`src/hdl/ffsx_pkg.sv`:
```
// ----------------------------------------------------------------------------
// ffsx_pkg
// Shared types and constants for the fixed-length frame sync with XOR check.
// ----------------------------------------------------------------------------
`default_nettype none

package ffsx_pkg;

  localparam int unsigned FRAME_LEN_DEF    = 14;
  localparam int unsigned CHECKSUM_LEN_DEF = 11;

  localparam int unsigned BYTE_W = 8;
  localparam int unsigned CNT_W  = 32;
  localparam int unsigned APB_DW = 32;
  localparam int unsigned APB_AW = 3;

  localparam logic [BYTE_W-1:0] START_MARKER_RST = 8'd50;
  localparam logic [BYTE_W-1:0] END_MARKER_RST   = 8'd52;

  // register select, taken from paddr[2]
  localparam logic REG_START_MARKER = 1'b0;
  localparam logic REG_END_MARKER   = 1'b1;

  typedef struct packed {
    logic [BYTE_W-1:0] start_marker;
    logic [BYTE_W-1:0] end_marker;
  } ffsx_markers_t;

  typedef struct packed {
    logic              frame_ok;
    logic [BYTE_W-1:0] source_addr;
    logic [BYTE_W-1:0] dest_addr;
    logic [BYTE_W-1:0] command_code;
    logic [CNT_W-1:0]  total_frames;
    logic [CNT_W-1:0]  good_frames;
    logic [CNT_W-1:0]  bad_frames;
  } ffsx_result_t;

endpackage

`default_nettype wire

```
`src/hdl/ffsx_in_if.sv`:
```
// ----------------------------------------------------------------------------
// ffsx_in_if
// Received-byte request channel.
// ----------------------------------------------------------------------------
`default_nettype none

interface ffsx_in_if;
  logic                       valid;
  logic                       ready;
  logic [ffsx_pkg::BYTE_W-1:0] rx_byte;

  modport source (output valid, output rx_byte, input ready);
  modport sink   (input valid, input rx_byte, output ready);
endinterface

`default_nettype wire

```
`src/hdl/ffsx_out_if.sv`:
```
// ----------------------------------------------------------------------------
// ffsx_out_if
// Frame result request channel.
// ----------------------------------------------------------------------------
`default_nettype none

interface ffsx_out_if;
  logic                       valid;
  logic                       ready;
  logic                       frame_ok;
  logic [ffsx_pkg::BYTE_W-1:0] source_addr;
  logic [ffsx_pkg::BYTE_W-1:0] dest_addr;
  logic [ffsx_pkg::BYTE_W-1:0] command_code;
  logic [ffsx_pkg::CNT_W-1:0]  total_frames;
  logic [ffsx_pkg::CNT_W-1:0]  good_frames;
  logic [ffsx_pkg::CNT_W-1:0]  bad_frames;

  modport source (output valid, output frame_ok, output source_addr, output dest_addr,
                  output command_code, output total_frames, output good_frames,
                  output bad_frames, input ready);
  modport sink   (input valid, input frame_ok, input source_addr, input dest_addr,
                  input command_code, input total_frames, input good_frames,
                  input bad_frames, output ready);
endinterface

`default_nettype wire

```
`src/hdl/ffsx_frame.sv`:
```
// ----------------------------------------------------------------------------
// ffsx_frame
// Frame tracker: position counter, captured header bytes, running XOR and
// frame counters. Produces one result when the last frame byte is taken.
// ----------------------------------------------------------------------------
`default_nettype none

module ffsx_frame #(
  parameter int unsigned FRAME_LEN    = ffsx_pkg::FRAME_LEN_DEF,
  parameter int unsigned CHECKSUM_LEN = ffsx_pkg::CHECKSUM_LEN_DEF
) (
  input  wire                          clk,
  input  wire                          rst_n,
  input  wire                          byte_en,
  input  wire [ffsx_pkg::BYTE_W-1:0]   byte_in,
  input  ffsx_pkg::ffsx_markers_t      markers,
  output logic                         res_vld,
  output ffsx_pkg::ffsx_result_t       res
);

  localparam int unsigned PosW    = $clog2(FRAME_LEN);
  localparam int unsigned XorLast = (CHECKSUM_LEN < FRAME_LEN - 2) ? CHECKSUM_LEN
                                                                   : FRAME_LEN - 2;
  localparam logic [PosW-1:0] PosLast = PosW'(FRAME_LEN - 1);
  localparam logic [PosW-1:0] PosChk  = PosW'(FRAME_LEN - 2);
  localparam logic [PosW-1:0] PosXor  = PosW'(XorLast);

  logic [PosW-1:0]             pos_r, pos_nxt;
  logic [ffsx_pkg::BYTE_W-1:0] xor_r, xor_nxt;
  logic [ffsx_pkg::BYTE_W-1:0] byte0_r, src_r, dst_r, cmd_r, chk_r;
  logic [ffsx_pkg::CNT_W-1:0]  total_r, total_nxt;
  logic [ffsx_pkg::CNT_W-1:0]  good_r, good_nxt;
  logic [ffsx_pkg::CNT_W-1:0]  bad_r, bad_nxt;
  logic                        take;
  logic                        last;
  logic                        ok;

  assign take = byte_en && !(pos_r == '0 && byte_in != markers.start_marker);
  assign last = take && (pos_r == PosLast);
  assign ok   = (byte0_r == markers.start_marker) && (byte_in == markers.end_marker)
             && (xor_r == chk_r);

  always_comb begin
    pos_nxt   = pos_r;
    xor_nxt   = xor_r;
    total_nxt = total_r;
    good_nxt  = good_r;
    bad_nxt   = bad_r;
    if (take) begin
      pos_nxt = pos_r + PosW'(1);
      if (pos_r != '0 && pos_r <= PosXor) begin
        xor_nxt = xor_r ^ byte_in;
      end
      if (last) begin
        pos_nxt   = '0;
        xor_nxt   = '0;
        total_nxt = total_r + 1'b1;
        if (ok) begin
          good_nxt = good_r + 1'b1;
        end else begin
          bad_nxt = bad_r + 1'b1;
        end
      end
    end
  end

  always_ff @(posedge clk) begin
    if (!rst_n) begin
      pos_r   <= '0;
      xor_r   <= '0;
      total_r <= '0;
      good_r  <= '0;
      bad_r   <= '0;
    end else begin
      pos_r   <= pos_nxt;
      xor_r   <= xor_nxt;
      total_r <= total_nxt;
      good_r  <= good_nxt;
      bad_r   <= bad_nxt;
    end
  end

  // captured frame bytes, no reset needed
  always_ff @(posedge clk) begin
    if (take) begin
      if (pos_r == PosW'(0)) byte0_r <= byte_in;
      if (pos_r == PosW'(1)) src_r   <= byte_in;
      if (pos_r == PosW'(2)) dst_r   <= byte_in;
      if (pos_r == PosW'(3)) cmd_r   <= byte_in;
      if (pos_r == PosChk)   chk_r   <= byte_in;
    end
  end

  assign res_vld          = last;
  assign res.frame_ok     = ok;
  assign res.source_addr  = src_r;
  assign res.dest_addr    = dst_r;
  assign res.command_code = cmd_r;
  assign res.total_frames = total_nxt;
  assign res.good_frames  = good_nxt;
  assign res.bad_frames   = bad_nxt;

endmodule

`default_nettype wire

```
`src/hdl/fixed_frame_sync_xor_check.sv`:
```
// ----------------------------------------------------------------------------
// fixed_frame_sync_xor_check
// Frame sync over a received byte stream with XOR checksum and frame counters.
// ----------------------------------------------------------------------------
// Usage:
//   in_ch   : one received byte per request (valid/ready).
//   out_ch  : one result per completed frame (frame_ok, header bytes, counters).
//   cfg_*   : APB write/read of start marker (0x0) and end marker (0x4).
// Bytes are dropped while hunting for the start marker; counting it, FRAME_LEN
// bytes form a frame and the last one yields a result.
// Path: the byte that completes a frame is held in the input register, then
// its result is held in the result register.
// Throughput: one byte per cycle, set by the position/XOR update, unless a result stalls.
// Reset: back to hunting, counters cleared, markers to 50 and 52, no result.
// Stall: a held result stops the pipe; in_ch.ready drops only when both the
// input register and the result register are full and out_ch.ready is low.
// ----------------------------------------------------------------------------
`default_nettype none

module fixed_frame_sync_xor_check #(
  parameter int unsigned FRAME_LEN    = ffsx_pkg::FRAME_LEN_DEF,
  parameter int unsigned CHECKSUM_LEN = ffsx_pkg::CHECKSUM_LEN_DEF
) (
  input  wire                          clk,
  input  wire                          rst_n,
  ffsx_in_if.sink                      in_ch,
  ffsx_out_if.source                   out_ch,
  input  wire                          cfg_psel,
  input  wire                          cfg_penable,
  input  wire                          cfg_pwrite,
  input  wire [ffsx_pkg::APB_AW-1:0]   cfg_paddr,
  input  wire [ffsx_pkg::APB_DW-1:0]   cfg_pwdata,
  output logic [ffsx_pkg::APB_DW-1:0]  cfg_prdata,
  output logic                         cfg_pready
);

  ffsx_pkg::ffsx_markers_t     markers_r;
  logic                        in_vld_r;
  logic [ffsx_pkg::BYTE_W-1:0] in_byte_r;
  logic                        out_vld_r;
  ffsx_pkg::ffsx_result_t      out_r;
  logic                        advance;
  logic                        res_vld;
  ffsx_pkg::ffsx_result_t      res;
  logic                        cfg_wr;

  // configuration
  assign cfg_pready = 1'b1;
  assign cfg_wr     = cfg_psel && cfg_penable && cfg_pwrite;

  always_ff @(posedge clk) begin
    if (!rst_n) begin
      markers_r.start_marker <= ffsx_pkg::START_MARKER_RST;
      markers_r.end_marker   <= ffsx_pkg::END_MARKER_RST;
    end else if (cfg_wr) begin
      unique case (cfg_paddr[2])
        ffsx_pkg::REG_START_MARKER: markers_r.start_marker <= cfg_pwdata[7:0];
        ffsx_pkg::REG_END_MARKER:   markers_r.end_marker   <= cfg_pwdata[7:0];
        default: ;
      endcase
    end
  end

  always_comb begin
    unique case (cfg_paddr[2])
      ffsx_pkg::REG_START_MARKER:
        cfg_prdata = ffsx_pkg::APB_DW'(markers_r.start_marker);
      ffsx_pkg::REG_END_MARKER:
        cfg_prdata = ffsx_pkg::APB_DW'(markers_r.end_marker);
      default: cfg_prdata = '0;
    endcase
  end

  // pipe control
  assign advance     = !out_vld_r || out_ch.ready;
  assign in_ch.ready = !in_vld_r || advance;

  always_ff @(posedge clk) begin
    if (!rst_n) begin
      in_vld_r <= 1'b0;
    end else if (in_ch.ready) begin
      in_vld_r <= in_ch.valid;
    end
  end

  always_ff @(posedge clk) begin
    if (in_ch.ready && in_ch.valid) begin
      in_byte_r <= in_ch.rx_byte;
    end
  end

  ffsx_frame #(
    .FRAME_LEN    (FRAME_LEN),
    .CHECKSUM_LEN (CHECKSUM_LEN)
  ) u_frame (
    .clk     (clk),
    .rst_n   (rst_n),
    .byte_en (in_vld_r && advance),
    .byte_in (in_byte_r),
    .markers (markers_r),
    .res_vld (res_vld),
    .res     (res)
  );

  always_ff @(posedge clk) begin
    if (!rst_n) begin
      out_vld_r <= 1'b0;
    end else if (advance) begin
      out_vld_r <= res_vld;
    end
  end

  always_ff @(posedge clk) begin
    if (advance && res_vld) begin
      out_r <= res;
    end
  end

  assign out_ch.valid        = out_vld_r;
  assign out_ch.frame_ok     = out_r.frame_ok;
  assign out_ch.source_addr  = out_r.source_addr;
  assign out_ch.dest_addr    = out_r.dest_addr;
  assign out_ch.command_code = out_r.command_code;
  assign out_ch.total_frames = out_r.total_frames;
  assign out_ch.good_frames  = out_r.good_frames;
  assign out_ch.bad_frames   = out_r.bad_frames;

  // assertions
  a_count_sum: assert property (@(posedge clk) disable iff (!rst_n)
    out_vld_r |-> (out_r.total_frames == out_r.good_frames + out_r.bad_frames))
    else $error("frame counters out of step");

  a_ready_stall: assert property (@(posedge clk) disable iff (!rst_n)
    !in_ch.ready |-> (in_vld_r && out_vld_r && !out_ch.ready))
    else $error("input blocked without a stalled result");

  a_reset_clear: assert property (@(posedge clk)
    !rst_n |=> !out_vld_r)
    else $error("result valid after reset");

endmodule

`default_nettype wire

```
`src/flat_wrapper.sv`:
```
// flat-port wrapper written by rule: the top's interface ports become plain ports
module fixed_frame_sync_xor_check_flat 
#(
  parameter int unsigned FRAME_LEN    = ffsx_pkg::FRAME_LEN_DEF,
  parameter int unsigned CHECKSUM_LEN = ffsx_pkg::CHECKSUM_LEN_DEF
)
  (clk, rst_n, cfg_psel, cfg_penable, cfg_pwrite, cfg_paddr, cfg_pwdata, cfg_prdata, cfg_pready, in_ch_valid, in_ch_rx_byte, in_ch_ready, out_ch_valid, out_ch_frame_ok, out_ch_source_addr, out_ch_dest_addr, out_ch_command_code, out_ch_total_frames, out_ch_good_frames, out_ch_bad_frames, out_ch_ready);
  ffsx_in_if in_ch_i ();
  ffsx_out_if out_ch_i ();
  input  wire clk;
  input  wire rst_n;
  input  wire cfg_psel;
  input  wire cfg_penable;
  input  wire cfg_pwrite;
  input  wire [ffsx_pkg::APB_AW-1:0] cfg_paddr;
  input  wire [ffsx_pkg::APB_DW-1:0] cfg_pwdata;
  output logic [ffsx_pkg::APB_DW-1:0] cfg_prdata;
  output logic cfg_pready;
  input wire logic [$bits(in_ch_i.valid)-1:0] in_ch_valid;
  input wire logic [$bits(in_ch_i.rx_byte)-1:0] in_ch_rx_byte;
  output wire logic [$bits(in_ch_i.ready)-1:0] in_ch_ready;
  output wire logic [$bits(out_ch_i.valid)-1:0] out_ch_valid;
  output wire logic [$bits(out_ch_i.frame_ok)-1:0] out_ch_frame_ok;
  output wire logic [$bits(out_ch_i.source_addr)-1:0] out_ch_source_addr;
  output wire logic [$bits(out_ch_i.dest_addr)-1:0] out_ch_dest_addr;
  output wire logic [$bits(out_ch_i.command_code)-1:0] out_ch_command_code;
  output wire logic [$bits(out_ch_i.total_frames)-1:0] out_ch_total_frames;
  output wire logic [$bits(out_ch_i.good_frames)-1:0] out_ch_good_frames;
  output wire logic [$bits(out_ch_i.bad_frames)-1:0] out_ch_bad_frames;
  input wire logic [$bits(out_ch_i.ready)-1:0] out_ch_ready;
  assign in_ch_i.valid = in_ch_valid;
  assign in_ch_i.rx_byte = in_ch_rx_byte;
  assign in_ch_ready = in_ch_i.ready;
  assign out_ch_valid = out_ch_i.valid;
  assign out_ch_frame_ok = out_ch_i.frame_ok;
  assign out_ch_source_addr = out_ch_i.source_addr;
  assign out_ch_dest_addr = out_ch_i.dest_addr;
  assign out_ch_command_code = out_ch_i.command_code;
  assign out_ch_total_frames = out_ch_i.total_frames;
  assign out_ch_good_frames = out_ch_i.good_frames;
  assign out_ch_bad_frames = out_ch_i.bad_frames;
  assign out_ch_i.ready = out_ch_ready;
  fixed_frame_sync_xor_check #(.FRAME_LEN(FRAME_LEN), .CHECKSUM_LEN(CHECKSUM_LEN)) u_core (.clk(clk), .rst_n(rst_n), .in_ch(in_ch_i), .out_ch(out_ch_i), .cfg_psel(cfg_psel), .cfg_penable(cfg_penable), .cfg_pwrite(cfg_pwrite), .cfg_paddr(cfg_paddr), .cfg_pwdata(cfg_pwdata), .cfg_prdata(cfg_prdata), .cfg_pready(cfg_pready));
endmodule
```
`config.mk`:
```
export PLATFORM = sky130hd
export DESIGN_NAME = fixed_frame_sync_xor_check_flat
export DESIGN_NICKNAME = d
export VERILOG_FILES = /design/src/hdl/ffsx_pkg.sv /design/src/hdl/ffsx_in_if.sv /design/src/hdl/ffsx_out_if.sv /design/src/hdl/ffsx_frame.sv /design/src/hdl/fixed_frame_sync_xor_check.sv /design/src/flat_wrapper.sv
export SDC_FILE = /design/constraint.sdc
export NUM_CORES = 1
export LEC_CHECK = 0
export BUFFER_PORTS_ARGS = -buffer_cell sky130_fd_sc_hd__buf_2
export CAP_MARGIN = 20
export CORE_ASPECT_RATIO = 1.2
export CORE_MARGIN = 10
export CORE_UTILIZATION = 30
export DETAILED_ROUTE_END_ITERATION = 8
export PLACE_DENSITY = 0.58
export SYNTH_ARGS = -nofsm -noshare
export SYNTH_HDL_FRONTEND = slang
export SYNTH_HIERARCHICAL = 1
export SYNTH_SLANG_ARGS = --single-unit
export TNS_END_PERCENT = 30
```
`constraint.sdc`:
```
create_clock -name clk -period 8 [get_ports clk]
set_input_delay 0.8 -clock clk [delete_from_list [all_inputs] [get_ports clk]]
set_output_delay 0.8 -clock clk [all_outputs]
set_load 0.03 [all_outputs]
```
==> tab_implementation.tex, run 1 <==
\begin{tabular}{lr}
\hline
Metric & Value \\
\hline
\multicolumn{2}{l}{\textbf{Global route}} \\
Number of global-route vias before repair & 7585 \\
GRT Residual Overflow & 0 \\
Initial antenna violation count & 0 \\
Maximum number of pins on one net before global-route repair & 99 \\
All-Layer GR Usage & 11.09\% \\
First-pass GRT wire length & 43.66 mm \\
\multicolumn{2}{l}{\textbf{Pwr}} \\
Worst voltage drop across the vdd grid & 0.1901 mV \\
Internal power consumption & 0.002596 W \\
Clock power share & 48.9\% \\
P\_leak & 5.452 nW \\
Switching power total & 0.0006807 W \\
Fraction of power consumed by sequential logic & 49.2\% \\
Switch share & 20.77\% \\
Comb power frac & 1.9\% \\
Power density cells & 223.0 nW/µm² \\
\multicolumn{2}{l}{\textbf{Place}} \\
Post-DP HPWL & 19.89 mm \\
Weighted congestion at the end of routability-driven global placement & 0.7829 \\
Instance area after placement & 13540 µm² \\
PortBufs & 154 \\
\multicolumn{2}{l}{\textbf{Setup path}} \\
Critical path endpoint category & flop \\
Total buffers and inverters traversed by the critical path & 0 \\
Critical-path maximum fanout & 20 \\
Maximum single-stage delay on the critical path & 0.70 ns \\
Arrival time worst endpoint & 3.64 ns \\
Cell with the biggest individual delay on the critical path & o21ai\_0 \\
CP top delay family & simple AND/OR/NAND/NOR gates \\
Startpoint type of the worst setup path & flop \\
Critical Path, Cell by Cell & xor2\_1 > nor4\_1 > nand2\_1 > o21ai\_0 > nor2\_1 > xor2\_1 \\
Critical path required time & 8.26 ns \\
Most Frequent Cell on Critical Path & xor2\_1 \\
Worst Path Class, Setup & reg -> reg \\
\multicolumn{2}{l}{\textbf{Finish}} \\
Proportion of layout cells with a drive suffix above 1 & 21.32\% \\
Net count reported at finish & 1199 \\
N\_diodes & 0 \\
Fin area & 14700 µm² \\
Area Growth Syn to Fin & 18.98\% \\
\multicolumn{2}{l}{\textbf{Timing}} \\
Slew Limit Headroom & 33.35\% \\
Fin. max-slew vios & 0 \\
Final setup vio count & 0 \\
Final period util & 42.29\% \\
Total count of hold-check failures in the final report & 0 \\
Fin Setup TNS & 0 ns \\
Transition time at the pin with the least slew margin & 0.9998 ns \\
RSZ-0062 raised after global routing & no \\
Max Clock Skew & 0.01631 ns \\
Maximum achievable frequency & 295.6 MHz \\
Final worst path period need & 3.383 ns \\
\multicolumn{2}{l}{\textbf{Clocking}} \\
TritonCTS buffer count & 34 \\
Number of setup buffers added after CTS & 0 \\
Clk Latency, worst-skew pair & 0.52 ns \\
Clock-pin slew reported for the worst setup and hold paths after clock tree synthesis & 0.06 ns \\
Clock tree from TritonCTS & yes \\
Count of hold buffers inserted by post-cts repair & 0 \\
Maximum level of the CTS H-tree & 2 \\
Maximum root-to-sink buffer count & 3 \\
Total clock sinks & 295 \\
Total of cells resized after clock tree synthesis & 0 \\
Clock Root Buffer & clkbuf\_16 \\
\multicolumn{2}{l}{\textbf{Synthesis}} \\
XOR/XNOR Fraction of Synth Area & 9.430\% \\
Mux cell area share after synthesis & 4.801\% \\
Share of flip-flops with an asynchronous set or reset after synthesis & 0\% \\
Combinational family with the most area after synthesis & simple AND/OR/NAND/NOR gates \\
Sequential fraction of the synthesis area & 61.50\% \\
Share of the synthesized area in compound gates (AO/OA/AOI/OAI) & 1.833\% \\
Number of synthesis warnings & 6 \\
Number of flops mapped to enable cells by yosys & 169 \\
Top\_reg\_cell synth & edfxtp\_1 \\
Post-synthesis instance total & 988 \\
Cell variety after synth & 52 \\
Post-synthesis cell area & 12350 µm² \\
Mean area per synthesized cell & 12.50 µm² \\
Number of synthesized register bits & 295 \\
Synth Area in Adders & 0.7090\% \\
Basic-gate share of the synthesized area counting and, or, nand and nor cells & 18.15\% \\
\multicolumn{2}{l}{\textbf{Worst hold path}} \\
Type of the most critical hold path & reg -> reg \\
\multicolumn{2}{l}{\textbf{Routing}} \\
Via count & 7596 \\
Routed via count divided by cell count & 4.450 \\
Routed WL per cell & 16.63 µm \\
Met3 Routed Length & 1.674 mm \\
WL met1 & 12.31 mm \\
Drt first pass iters & 4 \\
First-iteration detailed-routing DRC count & 415 \\
Wirelength, routed & 28.39 mm \\
Remaining antenna violation count & 0 \\
Highest metal used & met4 \\
Amount of wire on met2 after detailed routing & 13.77 mm \\
DRC errors left & 0 \\
\multicolumn{2}{l}{\textbf{Floorplanning}} \\
Vert. Die Dim & 242.3 µm \\
Standard-cell row count & 81 \\
Number of placed I/O pins & 206 \\
Die extent in x & 205.2 µm \\
Area of the placeable core & 40740 µm² \\
Starting density of the core & 30.32\% \\
Die ar. & 49730 µm² \\
\multicolumn{2}{l}{\textbf{Run}} \\
Number of maximum-capacitance constraint violations & 0 \\
\multicolumn{2}{l}{\textbf{Status}} \\
Outcome & completed \\
\hline
\end{tabular}
==> stage by stage <==
step,worst slack (ns),hold WS (ns),std cells,power (W),utilization [%]
final,4.617,0.4133,1707,0.003277,36.08
after global routing,4.242,0.4011,1707,0.003404,36.08
after CTS,4.487,0.3967,1707,0.003339,36.08
after detailed placement,4.052,0.4062,1645,0.001709,33.24
after global placement,4.100,0.4018,1645,0.001708,33.24
after floorplan,2.873,0.4003,1011,0.001696,-
==> final cells by class <==
type,instances,area [µm²]
clock buffer,44,918.4
multi-input combinational,640,4415
clock inverter,18,239.0
sequential,295,7597
timing repair buffer,158,803.3
fill,4059,26040
tap,539,674.4
inverter,13,50.05
==> per-layer routing <==
metal,global-route usage (%),vias to the layer above
met5,0,-
met2,18.25,175
met3,3.050,42
li1,-,3715
met1,13.69,3664
met4,3.680,0
==> path summary, 6_finish.rpt <==
kind,slack (ns),to,startpoint,cells after the start
max,4.62,u_core/out_ch.bad_frames[6],u_core/in_byte_r[5],6
min reg2reg,0.41,u_core/out_ch.command_code[2],u_core/u_frame/cmd_r[2],0
min,0.41,u_core/out_ch.command_code[2],u_core/u_frame/cmd_r[2],0
max reg2reg,4.62,u_core/out_ch.bad_frames[6],u_core/in_byte_r[5],6
==> cell usage after synthesis, types with 4 or more instances <==
library cell / number / area share [%]
buf_2: 10 / 0.41
o21ai_0: 5 / 0.20
nor2b_1: 11 / 0.56
and4_1: 13 / 0.92
xnor2_1: 61 / 4.3
edfxtp_1: 169 / 41
nand3_1: 39 / 1.6
ha_1: 7 / 0.71
xor2_1: 72 / 5.1
nand2_1: 90 / 2.7
nor4_1: 8 / 0.41
nor2_1: 36 / 1.1
a21oi_1: 6 / 0.24
clkbuf_1: 20 / 0.61
mux2_2: 10 / 0.91
and3_1: 28 / 1.4
buf_4: 30 / 1.8
nand2b_1: 32 / 1.6
nand4_2: 4 / 0.41
inv_1: 11 / 0.33
mux2i_1: 48 / 3.9
nor3_2: 6 / 0.49
dfxtp_1: 126 / 20
o2111ai_1: 7 / 0.50
nand4_1: 23 / 1.2
nor3_1: 6 / 0.24
and2_1: 73 / 3.7
==> registers in the layout, indices dropped and copies added, names as in the netlist, 16 cells and up <==
| name | count |
|---|---|
| u_core/out_ch.bad_frames | 32 |
| u_core/out_ch.good_frames | 32 |
| u_core/out_ch.total_frames | 32 |
| u_core/u_frame/bad_r | 32 |
| u_core/u_frame/good_r | 32 |
| u_core/u_frame/total_r | 32 |
| u_core/markers_r | 16 |
==> power groups by stage <==
stage	Clock [W]	Sequential (W)	Combinational [W]
final	0.00160	0.00161	0.0000629
after global routing	0.00172	0.00161	0.0000695
after CTS	0.00166	0.00161	0.0000635
after detailed placement	0	0.00165	0.0000633
after global placement	0	0.00165	0.0000624
after floorplan	0	0.00164	0.0000586
==> cell families after synthesis <==
| group | after synthesis |
|---|---|
| simple gates | 387 |
| flops | 295 |
| xor+xnor | 133 |
| buf+inv | 76 |
| mux | 58 |
| compound gates | 30 |
| fa+ha+maj | 7 |
| other cells | 2 |
==> cells in the final DEF, fill, tap and decap left out, drive strengths merged, types with 28 or more instances in the layout <==
cell / n
nand2b: 32
nand4: 28
xor2: 72
edfxtp: 169
and3: 28
dfxtp: 126
and2: 73
nand3: 39
xnor2: 61
nand2: 92
nor2: 37
clkbuf: 44
buf: 158
mux2i: 48
Note: power is estimated with default switching activity, not from simulation.
==> run 2: changes to the inputs <==
Settings changed: ABC_AREA set to 1, PLACE_DENSITY 0.58 to 0.57.
Clock period 8 ns to 3.3 ns, I/O delays scaled along.
==> tab_implementation.tex, run 2 <==
\begin{tabular}{lr}
\hline
Metric & Value \\
\hline
\multicolumn{2}{l}{\textbf{Global route}} \\
First-pass GRT wire length & 61.39 mm (+41\%) \\
Most Used Layer, Global Route & met2 \\
Number of global-route vias before repair & 11540 (+52\%) \\
All-Layer GR Usage & 12.57\% (+1.5 points) \\
Maximum number of pins on one net before global-route repair & 98 (-1.0\%) \\
Met1 usage & 15.35\% (+1.7 points) \\
Initial antenna violation count & 0 (unchanged) \\
Met2 GRT Util & 22.04\% (+3.8 points) \\
Met3 track demand over resource & 2.001\% (-1.0 points) \\
GRT Residual Overflow & 0 (unchanged) \\
\multicolumn{2}{l}{\textbf{Timing}} \\
Final setup vio count & 0 (unchanged) \\
Total count of hold-check failures in the final report & 0 (unchanged) \\
RSZ-0062 raised after global routing & no \\
Final period util & 76.38\% (+34 points) \\
Worst Hold Slack & 0.07636 ns (-0.3369 ns) \\
Fin Setup TNS & 0 ns (unchanged) \\
Transition time at the pin with the least slew margin & 0.7005 ns (-0.2992 ns) \\
Final worst path period need & 2.520 ns (-0.8629 ns) \\
Max Clock Skew & 0.01718 ns (+0.0008648 ns) \\
Setup slack of the critical path after layout & 0.7796 ns (-3.837 ns) \\
Maximum achievable frequency & 396.8 MHz (+34\%) \\
Fin. max-slew vios & 0 (unchanged) \\
Slew Limit Headroom & 52.98\% (+20 points) \\
\multicolumn{2}{l}{\textbf{Routing}} \\
Routed WL per cell & 14.38 µm (-14\%) \\
Remaining antenna violation count & 0 (unchanged) \\
First-iteration detailed-routing DRC count & 666 (+60\%) \\
Drt first pass iters & 5 (+1) \\
Routed via count divided by cell count & 4.517 (+1.5\%) \\
DRC errors left & 0 (unchanged) \\
Via count & 12070 (+59\%) \\
Wirelength, routed & 38.42 mm (+35\%) \\
\multicolumn{2}{l}{\textbf{Floorplanning}} \\
Die extent in x & 222.1 µm (+8.2\%) \\
Number of placed I/O pins & 206 (unchanged) \\
Area of the placeable core & 48340 µm² (+19\%) \\
Die ar. & 58290 µm² (+17\%) \\
Vert. Die Dim & 262.5 µm (+8.3\%) \\
Standard-cell row count & 88 (+8.6\%) \\
Starting density of the core & 30.41\% (+0.089 points) \\
\multicolumn{2}{l}{\textbf{Pwr}} \\
Switching power total & 0.001683 W (+150\%) \\
Switch share & 21.42\% (+0.64 points) \\
Clock power share & 47.9\% (-1.0 points) \\
Internal power consumption & 0.006175 W (+140\%) \\
Worst voltage drop across the vdd grid & 0.4056 mV (+110\%) \\
Comb power frac & 2.5\% (+0.6 points) \\
P\_leak & 7.648 nW (+40\%) \\
Power density cells & 455.5 nW/µm² (+100\%) \\
Fraction of power consumed by sequential logic & 49.6\% (+0.4 points) \\
\multicolumn{2}{l}{\textbf{Clocking}} \\
Clock Root Buffer & clkbuf\_16 \\
Maximum root-to-sink buffer count & 3 (unchanged) \\
Maximum level of the CTS H-tree & 1 (-1) \\
TritonCTS buffer count & 31 (-8.8\%) \\
Number of setup buffers added after CTS & 0 (unchanged) \\
Total clock sinks & 295 (unchanged) \\
Count of hold buffers inserted by post-cts repair & 12 (+12) \\
Clock-pin slew reported for the worst setup and hold paths after clock tree synthesis & 0.06 ns (about the same) \\
Total of cells resized after clock tree synthesis & 0 (unchanged) \\
Clk Latency, worst-skew pair & 0.59 ns (+0.07 ns) \\
Clock tree from TritonCTS & yes \\
\multicolumn{2}{l}{\textbf{Synthesis}} \\
Dominant cell by count in the synthesized netlist & nand2\_1 \\
Post-synthesis instance total & 1861 (+88\%) \\
Number of synthesized register bits & 295 (unchanged) \\
Most area-consuming cells after synthesis & edfxtp\_1 (35\%), nand2\_1 (20\%), dfxtp\_1 (17\%), nor2\_1 (5.4\%), nand3\_1 (3.6\%) \\
Area fraction of the dominant cell type after synthesis & 34.53\% (-6.6 points) \\
Mean area per synthesized cell & 7.898 µm² (-37\%) \\
Sequential fraction of the synthesis area & 51.69\% (-9.8 points) \\
Cell variety after synth & 34 (-35\%) \\
Number of synthesis warnings & 6 (unchanged) \\
Top\_reg\_cell synth & edfxtp\_1 \\
Post-synthesis cell area & 14700 µm² (+19\%) \\
Share of flip-flops with an asynchronous set or reset after synthesis & 0\% (unchanged) \\
Number of flops mapped to enable cells by yosys & 169 (unchanged) \\
Synth cell count leaders & nand2\_1 (781), nor2\_1 (210), edfxtp\_1 (169) \\
Library cell with the largest summed area after synthesis & edfxtp\_1 \\
\multicolumn{2}{l}{\textbf{Status}} \\
Outcome & completed \\
\multicolumn{2}{l}{\textbf{Finish}} \\
Area of the multi-input gates & 6192 µm² (+40\%) \\
Proportion of layout cells with a drive suffix above 1 & 12.54\% (-8.8 points) \\
Fill cell count & 5014 (+24\%) \\
Area Growth Syn to Fin & 17.37\% \\
Net count reported at finish & 2074 (+73\%) \\
Footprint of the flip-flops and latches & 7597 µm² (unchanged) \\
Leading cell type in the layout, fill and taps excluded & nand2\_1 \\
Core occupancy in the finished layout & 35.69\% (-0.38 points) \\
N\_diodes & 0 (unchanged) \\
Most used cells in the layout excluding fill and tap cells & nand2\_1 (781), nor2\_1 (209), edfxtp\_1 (169), buf\_2 (154), dfxtp\_1 (126) \\
\multicolumn{2}{l}{\textbf{Setup path}} \\
Crit. path cell count & 12 (+6) \\
Startpoint type of the worst setup path & flop \\
Critical path endpoint category & flop \\
Total buffers and inverters traversed by the critical path & 2 (+2) \\
CP top delay family & simple AND/OR/NAND/NOR gates \\
Critical R2R Launch & u\_core/in\_byte\_r[6] \\
Capturing instance or port of the critical path & u\_core/out\_ch.bad\_frames[6] \\
Most Frequent Cell on Critical Path & nand2\_1 \\
Maximum single-stage delay on the critical path & 0.52 ns (-0.18 ns) \\
Register-to-Register Setup Slack & 0.78 ns (-3.84 ns) \\
Cell with the biggest individual delay on the critical path & edfxtp\_1 \\
Capture instance of the worst register-to-register path & u\_core/out\_ch.bad\_frames[6] \\
Worst reg-to-reg path cell count & 12 (+6) \\
Critical path required time & 3.62 ns (-4.64 ns) \\
Arrival time worst endpoint & 2.84 ns (-0.80 ns) \\
Start point of the critical path & u\_core/in\_byte\_r[6] \\
Critical Path, Cell by Cell & inv\_1 > nand2\_1 > nand2\_1 > nor2\_1 > nand2\_1 > nor2\_1 > nand3\_2 > buf\_4 > nand2\_1 > nand2\_1 > nand2\_1 > nand2\_1 \\
Critical-path maximum fanout & 17 (-15\%) \\
Worst Path Class, Setup & reg -> reg \\
\multicolumn{2}{l}{\textbf{Place}} \\
Weighted congestion at the end of routability-driven global placement & 0.8842 (+13\%) \\
PortBufs & 154 (unchanged) \\
Post-DP HPWL & 27.82 mm (+40\%) \\
Worst-case setup slack after placement & 0.7144 ns (-3.337 ns) \\
\multicolumn{2}{l}{\textbf{Run}} \\
Number of maximum-capacitance constraint violations & 0 (unchanged) \\
\multicolumn{2}{l}{\textbf{Worst hold path}} \\
Type of the most critical hold path & in -> reg \\
\hline
\end{tabular}
[run 2: changes by cell type in the layout (fill, tap and decap cells not counted), sizes merged, moves of 48 or more]
cell / delta
mux2i: -48
and2: -73
a21oi: +90
nand3: +74
nand2: +695
inv: +112
nor2: +185
[run 2: layout make-up]
type                    count  share of cell area, %
flip-flops and latches    295                  44.04
multi-input cells        1382                  35.89
repair buffers            182                  6.367
clock buffers              38                  4.765
well taps                 630                  4.569
inverters                 125                  2.778
clock inverters            20                  1.595
[run 2: power groups by stage]
stage	Clock, W	Sequential [W]	Combinational [W]
after floorplan	0	0.00396	0.000164
after global placement	0	0.00397	0.000187
after detailed placement	0	0.00398	0.000189
after CTS	0.00390	0.00389	0.000200
after global routing	0.00404	0.00390	0.000222
final	0.00376	0.00389	0.000199
[run 2: cells by family after synthesis]
| family | after synthesis | share of synthesized area [%] |
|---|---|---|
| AO/OA/AOI/OAI | 100 | 3.473 |
| other | 2 | 0.05109 |
| buffers and inverters | 207 | 6.895 |
| flip-flops | 295 | 51.69 |
| AND/OR/NAND/NOR | 1166 | 32.29 |
| adder cells (fa/ha/maj) | 7 | 0.5958 |
| XOR/XNOR | 84 | 5.005 |
[run 2: worst min path at each step]
stage                                       start                             to  slack [ns]  depth (start not counted)
after floorplan           u_core/u_frame/cmd_r[0]  u_core/out_ch.command_code[0]        0.40                          0
final                               cfg_pwdata[6]           u_core/markers_r[14]        0.08                          5
after global placement    u_core/u_frame/dst_r[0]     u_core/out_ch.dest_addr[0]        0.40                          0
after CTS                           cfg_pwdata[6]           u_core/markers_r[14]        0.03                          5
after global routing                cfg_pwdata[6]           u_core/markers_r[14]        0.07                          5
after detailed placement  u_core/u_frame/cmd_r[6]  u_core/out_ch.command_code[6]        0.40                          0
[run 2: through the flow]
step	std cells	power, W	cell area (µm²)
after floorplan	1884	0.004129	14800
after global placement	2602	0.004162	16040
after detailed placement	2602	0.004164	16040
after CTS	2672	0.007994	17250
after global routing	2672	0.008159	17250
final	2672	0.007858	17250
[run 2: per-layer routing]
| metal | share of wire [%] | vias up | routed length [µm] |
|---|---|---|---|
| li1 | - | 6192 | - |
| met1 | 44 | 5567 | 16800 |
| met2 | 50 | 258 | 19020 |
| met3 | 4.4 | 53 | 1683 |
| met4 | 2.4 | 0 | 915 |
| met5 | 0 | - | 0 |
[run 2: worst min-delay path: stages]
cell	delay, ns
buf_2	0.07
inv_1	0.05
nand3_2	0.06
nand2_1	0.04
nor2_1	0.07
